`src/rtl/core/deq_pkg.sv`:
```
package deq_pkg;

  typedef enum logic [2:0] {
    OP_PUSH_TOP = 3'd0,
    OP_PUSH_BOT = 3'd1,
    OP_POP_TOP  = 3'd2,
    OP_POP_BOT  = 3'd3,
    OP_REVERSE  = 3'd4,
    OP_SPLIT    = 3'd5,
    OP_NOP6     = 3'd6,
    OP_NOP7     = 3'd7
  } deq_op_e;

  typedef enum logic [1:0] {
    ST_OK        = 2'd0,
    ST_POP_EMPTY = 2'd1,
    ST_PUSH_FULL = 2'd2,
    ST_RSVD      = 2'd3
  } deq_status_e;

  typedef struct packed {
    logic [2:0]         opcode;
    logic signed [31:0] push_value;
    logic signed [31:0] split_threshold;
  } deq_in_t;

  typedef struct packed {
    logic signed [31:0] pop_value;
    logic [8:0]         element_count;
    logic [1:0]         status;
  } deq_out_t;

endpackage

```
`src/rtl/core/deq_front.sv`:
```
module deq_front (
  input  logic           clk_i,
  input  logic           rst_ni,
  input  logic           in_valid_i,
  output logic           in_ready_o,
  input  deq_pkg::deq_in_t in_data_i,
  output logic           q_valid_o,
  input  logic           q_ready_i,
  output deq_pkg::deq_in_t q_data_o
);
  import deq_pkg::*;

  // two-entry command queue between intake and execution
  deq_in_t    buf_q [2];
  logic       wp_q, rp_q;
  logic [1:0] cnt_q;
  logic       push, pop;

  assign in_ready_o = (cnt_q != 2'd2);
  assign push = in_valid_i && in_ready_o;
  assign pop = q_valid_o && q_ready_i;
  assign q_valid_o = (cnt_q != 2'd0);
  assign q_data_o = buf_q[rp_q];

  always_ff @(posedge clk_i) begin
    if (push) buf_q[wp_q] <= in_data_i;
  end

  always_ff @(posedge clk_i or negedge rst_ni) begin
    if (!rst_ni) begin
      wp_q <= 1'b0;
      rp_q <= 1'b0;
      cnt_q <= 2'd0;
    end else begin
      if (push) wp_q <= ~wp_q;
      if (pop) rp_q <= ~rp_q;
      cnt_q <= cnt_q + {1'b0, push} - {1'b0, pop};
    end
  end
endmodule

```
`config.mk`:
```
export PLATFORM = sky130hd
export DESIGN_NAME = deq_front
export DESIGN_NICKNAME = d
export VERILOG_FILES = /design/src/rtl/core/deq_pkg.sv /design/src/rtl/core/deq_front.sv
export SDC_FILE = /design/constraint.sdc
export NUM_CORES = 1
export LEC_CHECK = 0
export BUFFER_PORTS_ARGS = -buffer_cell sky130_fd_sc_hd__buf_2
export CORE_MARGIN = 4
export CORE_UTILIZATION = 56
export CTS_CLUSTER_SIZE = 30
export DETAILED_ROUTE_END_ITERATION = 6
export PLACE_DENSITY = 0.89
export SYNTH_ARGS = -nofsm -noshare
export SYNTH_HDL_FRONTEND = slang
export SYNTH_SLANG_ARGS = --single-unit
```
`constraint.sdc`:
```
create_clock -name clk_i -period 11.9 [get_ports clk_i]
set_input_delay 1.785 -clock clk_i [delete_from_list [all_inputs] [get_ports clk_i]]
set_output_delay 1.785 -clock clk_i [all_outputs]
set_load 0.05 [all_outputs]
```
==> impl_metrics.tcl, run 1 <==
set metrics [dict create \
    n_fill_cell 541 \
    synth-main-ff-cell "edfxtp_1" \
    synth_warnings 0 \
    die_y_um 104 \
    cts_hold_buf 0 \
    power_density_nw_per_um2 309 \
    hold_viol 0 \
    syn_area_um2 5120 \
    syn-num-nets 299 \
    route.detailed.drc 0 \
    start_kind "flip-flop" \
    antenna_cells 0 \
    clock_skew_ps 6.35 \
    post-route-min-period_ps 4080 \
    crit_path_max_fanout 68 \
    maxCapViolations 0 \
    numPortBuffers 139 \
    synth_cells 226 \
    drv_slew 0 \
    antenna_found_initial 0 \
    synth_edf_count 134 \
    postLayoutSetupSlackWorst_ps 7820 \
    grt_pass1_wl_um 14600 \
    worst_ep_arrival_time_ps 2290 \
    fin_nets 451 \
    ctsResizeCount 0 \
    firstDrtPassIters 6 \
    finalCritPeriodShare_pct 34.2 \
    hold_end "cnt_q[0]" \
    async_flop_share_pct 2.90 \
    place_congestion 0.674 \
    relSlewSlack_pct 31.1 \
    final_cell_area_um2 6500 \
    total_leakage_power_nw 2.53 \
    rows 34 \
    die_x_um 104 \
    cp.required_ps 10120 \
    fin_cells 496 \
    core_um2 8810 \
    ys_ff_latch 138 \
    cts_tree "yes" \
    cp-end-kind "primary output" \
    ff2ff_setup_slack_ps 9740 \
    dp.cells 467 \
    grt_max_degree 69 \
    place_hpwl_um 5740 \
    post_cts_buffers 0 \
    clock_latency_ps 490 \
    synth.avg_cell_area_um2 22.7 \
    start_util_pct 58.2 \
    cts.sinks 138 \
    ant_nets 0 \
    grt_pass1_vias 2934 \
    clkTransAtPathRegs_ps 50 \
    synth-seq-area-share_pct 80.5 \
    cts_max_level 4 \
    hp-class "reg -> reg" \
    pre_cts_slack_ps 8350 \
    cts_buffer_depth 2 \
    ioPinCount 140 \
    cts_buffers 17 \
    r2r-end "buf_q[0][17]" \
    drt_iter0_markers 134 \
    setup_viol 0 \
    totalWireLength_um 8730 \
    drive_above_1_share_pct 62.1 \
    grt_overflow_total 0 \
    ir_drop_mv 0.217 \
    post_dp_cell_area_um2 5910 \
    vias_per_cell 5.15 \
    track_usage_pct 17.3 \
    holdPathStages 1 \
    final_cell_mix "139 x buf_2, 134 x edfxtp_1, 47 x mux2_2" \
    root_buffer "clkbuf_8" \
    worstSetupPathType "reg -> out" \
    r2r_cells 4 \
    worstReg2RegStart "cnt_q[0]" \
    tns_ps 0 \
    die-area_um2 10700 \
    status "finished, final reports clean" \
    power_mw 2.01 \
    rsz0062_at_grt "false" \
    utilization_pct 73.8 \
    wire_per_inst_um 17.6 \
    hold_start "cnt_q[0]" \
    synth.distinct_cells 17 \
    whs_ps 552 \
    fmax_ghz 0.245 \
    tightest_slew_ps 1030 \
    final_common_cell "buf_2" \
    areaGrowthSynthToFinish_pct 26.9 \
    vias 2552 \
]
metal layers:
layer | track usage, % | part of all wire, %
met1 | 20.9 | 40
met4 | 4.56 | 0.55
met5 | 0 | 0
met2 | 29.1 | 52
met3 | 7.15 | 7.0
worst max-delay path by stage:
stage | endpoint | slack, ps | from
2_1_floorplan | buf_q[0][0] | 6700 | in_valid_i
3_3_place_gp | q_data_o[17] | 8340 | rp_q
3_5_place_dp | q_data_o[17] | 8350 | rp_q
4_1_cts | q_data_o[17] | 7810 | rp_q
5_1_grt | q_data_o[25] | 7720 | rp_q
6_report | q_data_o[21] | 7820 | rp_q
worst max-delay path, cell delays in order (launching register included):
cell,delay [ps]
dfrtp_4,1050
mux2_2,430
buf_2,210
cells by family after synthesis:
group / Yosys count / synth area share (%)
flip-flops: 138 / 80.5
multiplexers: 67 / 16.2
buffers and inverters: 9 / 1.49
AND/OR/NAND/NOR: 6 / 0.635
XOR/XNOR: 4 / 0.684
adder cells (fa/ha/maj): 2 / 0.488
cell type report:
type                            instances  area (um2)  area share [%]
Clock buffer                           17         414            6.37
Clock inverter                         12         178            2.73
Inverter                                1        3.75          0.0577
Multi-Input combinational cell         79         931            14.3
Sequential cell                       138        4130            63.5
Tap cell                              108         135            2.08
Timing Repair Buffer                  141         711            10.9
registers in the layout, summed over array words and instances (netlist names):
name / cells
buf_q: 134
cnt_q: 2
rp_q: 1
wp_q: 1
power breakdown:
group          leakage [nW]  switching [mW]  total (mW)  internal, mW
logic                 0.953           0.521       0.744         0.224
clock network         0.289           0.181       0.518         0.337
registers              1.29          0.0765       0.743         0.666
total                  2.53           0.779        2.01          1.23
Yosys cell counts, types with 2 or more instances:
cell / count / area, um2
xnor2_1: 3 / 26.3
ha_1: 2 / 25.0
buf_8: 2 / 30.0
buf_6: 2 / 22.5
mux2_4: 20 / 300
edfxtp_1: 134 / 4020
mux2_2: 47 / 529
buf_2: 4 / 20.0
dfrtp_1: 4 / 100
Note: power is estimated with default switching activity, not from simulation.
==> run 2: changes to the inputs <==
--- a/config.mk
+++ b/config.mk
@@ -7,10 +7,10 @@
 export LEC_CHECK = 0
 export BUFFER_PORTS_ARGS = -buffer_cell sky130_fd_sc_hd__buf_2
 export CORE_MARGIN = 4
-export CORE_UTILIZATION = 56
+export CORE_UTILIZATION = 47
 export CTS_CLUSTER_SIZE = 30
 export DETAILED_ROUTE_END_ITERATION = 6
-export PLACE_DENSITY = 0.89
+export PLACE_DENSITY = 0.8
 export SYNTH_ARGS = -nofsm -noshare
 export SYNTH_HDL_FRONTEND = slang
 export SYNTH_SLANG_ARGS = --single-unit
==> constraint.sdc (replaced) <==
create_clock -name clk_i -period 3.67 [get_ports clk_i]
set_input_delay 0.5505 -clock clk_i [delete_from_list [all_inputs] [get_ports clk_i]]
set_output_delay 0.5505 -clock clk_i [all_outputs]
set_load 0.05 [all_outputs]
==> impl_metrics.tcl, run 2 (synthesis results as in run 1) <==
set metrics [dict create \
    cts_max_level 4 \
    cts_buffers 17 \
    cp.required_ps 3120 \
    power_density_nw_per_um2 981 \
    drv_slew 0 \
    total_leakage_power_nw 2.51 \
    drt_iter0_markers 79 \
    regMostFlops "buf_q" \
    grt_max_degree 69 \
    final_cell_mix "139 x buf_2, 134 x edfxtp_1, 47 x mux2_2" \
    grt_pass1_vias 2940 \
    r2r-end "cnt_q[1]" \
    hold_viol 0 \
    post_dp_cell_area_um2 5950 \
    pre_cts_slack_ps 1320 \
    final_cell_area_um2 6530 \
    cts_tree "yes" \
    grt_overflow_total 0 \
    postLayoutSetupSlackWorst_ps 818 \
    final_common_cell "buf_2" \
    status "finished, final reports clean" \
    place_hpwl_um 5670 \
    totalWireLength_um 8830 \
    setup_viol 0 \
    rsz0062_at_grt "false" \
    areaGrowthSynthToFinish_pct 27.5 \
    r2r_cells 7 \
    wire_per_inst_um 16.7 \
    post-route-min-period_ps 2850 \
    vias 2555 \
    cp-endpoint "q_data_o[29]" \
    numPortBuffers 139 \
    die_y_um 112 \
    core_um2 10500 \
    hp-class "in -> reg" \
    die_x_um 112 \
    largest_reg_flops 134 \
    fin_cells 528 \
    firstDrtPassIters 4 \
    place_congestion 0.706 \
    cp-end-kind "primary output" \
    worstSetupPathType "reg -> out" \
    worstReg2RegStart "cnt_q[1]" \
    cts.sinks 138 \
    maxCapViolations 0 \
    largest_registers "buf_q x134, cnt_q x2" \
    crit_start "rp_q" \
    relSlewSlack_pct 31.5 \
    clock_skew_ps 6.16 \
    ff2ff_setup_slack_ps 1870 \
    vias_per_cell 4.84 \
    ctsResizeCount 0 \
    clkTransAtPathRegs_ps 60 \
    ant_nets 0 \
    ir_drop_mv 0.581 \
    whs_ps 229 \
    dp.cells 495 \
    clock_latency_ps 510 \
    route.detailed.drc 0 \
    tns_ps 0 \
    start_util_pct 49.0 \
    die-area_um2 12600 \
    ioPinCount 140 \
    antenna_cells 0 \
    finalCritPeriodShare_pct 77.7 \
    fmax_ghz 0.351 \
    crit_path_max_fanout 68 \
    hold_start "in_data_i[29]" \
    grt_pass1_wl_um 14300 \
    drive_above_1_share_pct 62.0 \
    tightest_slew_ps 1030 \
    rows 37 \
    track_usage_pct 14.9 \
    cts_buffer_depth 2 \
    fin_nets 452 \
    root_buffer "clkbuf_8" \
    antenna_found_initial 0 \
    worst_ep_arrival_time_ps 2300 \
    start_kind "flip-flop" \
]
[run 2: area by class of cell]
cell class | instances | area [um2]
sequential | 138 | 4130
fill | 770 | 3930
multi-input combinational | 79 | 935
timing repair buffer | 142 | 721
clock buffer | 23 | 487
tap | 136 | 170
clock inverter | 9 | 88.8
inverter | 1 | 3.75
[run 2: timing repair]
item	in CTS	in global routing
endpoints found under the setup margin	0	0
endpoints found under the hold margin	4	0
setup buffers	0	0
hold buffers	1	0
[run 2: worst min path at each step]
stage | cells past startpoint | endpoint | slack (ps)
floorplan | 0 | cnt_q[0] | 250
global placement | 1 | cnt_q[0] | 360
detailed placement | 1 | cnt_q[0] | 360
CTS | 1 | buf_q[1][29] | 200
global route | 1 | buf_q[1][29] | 190
finish | 1 | buf_q[1][29] | 230
[run 2: metrics by stage]
stage	util (%)	power, mW
finish	62.4	6.41
CTS	62.4	6.49
global placement	56.8	4.85
detailed placement	56.8	4.90
floorplan	-	4.41
global route	62.4	6.69
[run 2: metal layers]
layer  GRT usage, %  vias up  wire length, um
met5              0        -                0
met4           6.25        0              114
met3           5.39       12              606
met2           26.3       93             4670
met1           16.3     1249             3440
li1               -     1201                -
[run 2: power breakdown]
| group | switching (mW) | internal (mW) | leakage, nW |
|---|---|---|---|
| clock network | 0.602 | 0.987 | 0.265 |
| logic | 1.68 | 0.729 | 0.956 |
| registers | 0.248 | 2.16 | 1.29 |
[run 2: critical path, cell delays in order, from the launching register on]
cell and delay (ps):
dfrtp_4 1090, mux2_2 440, buf_2 220
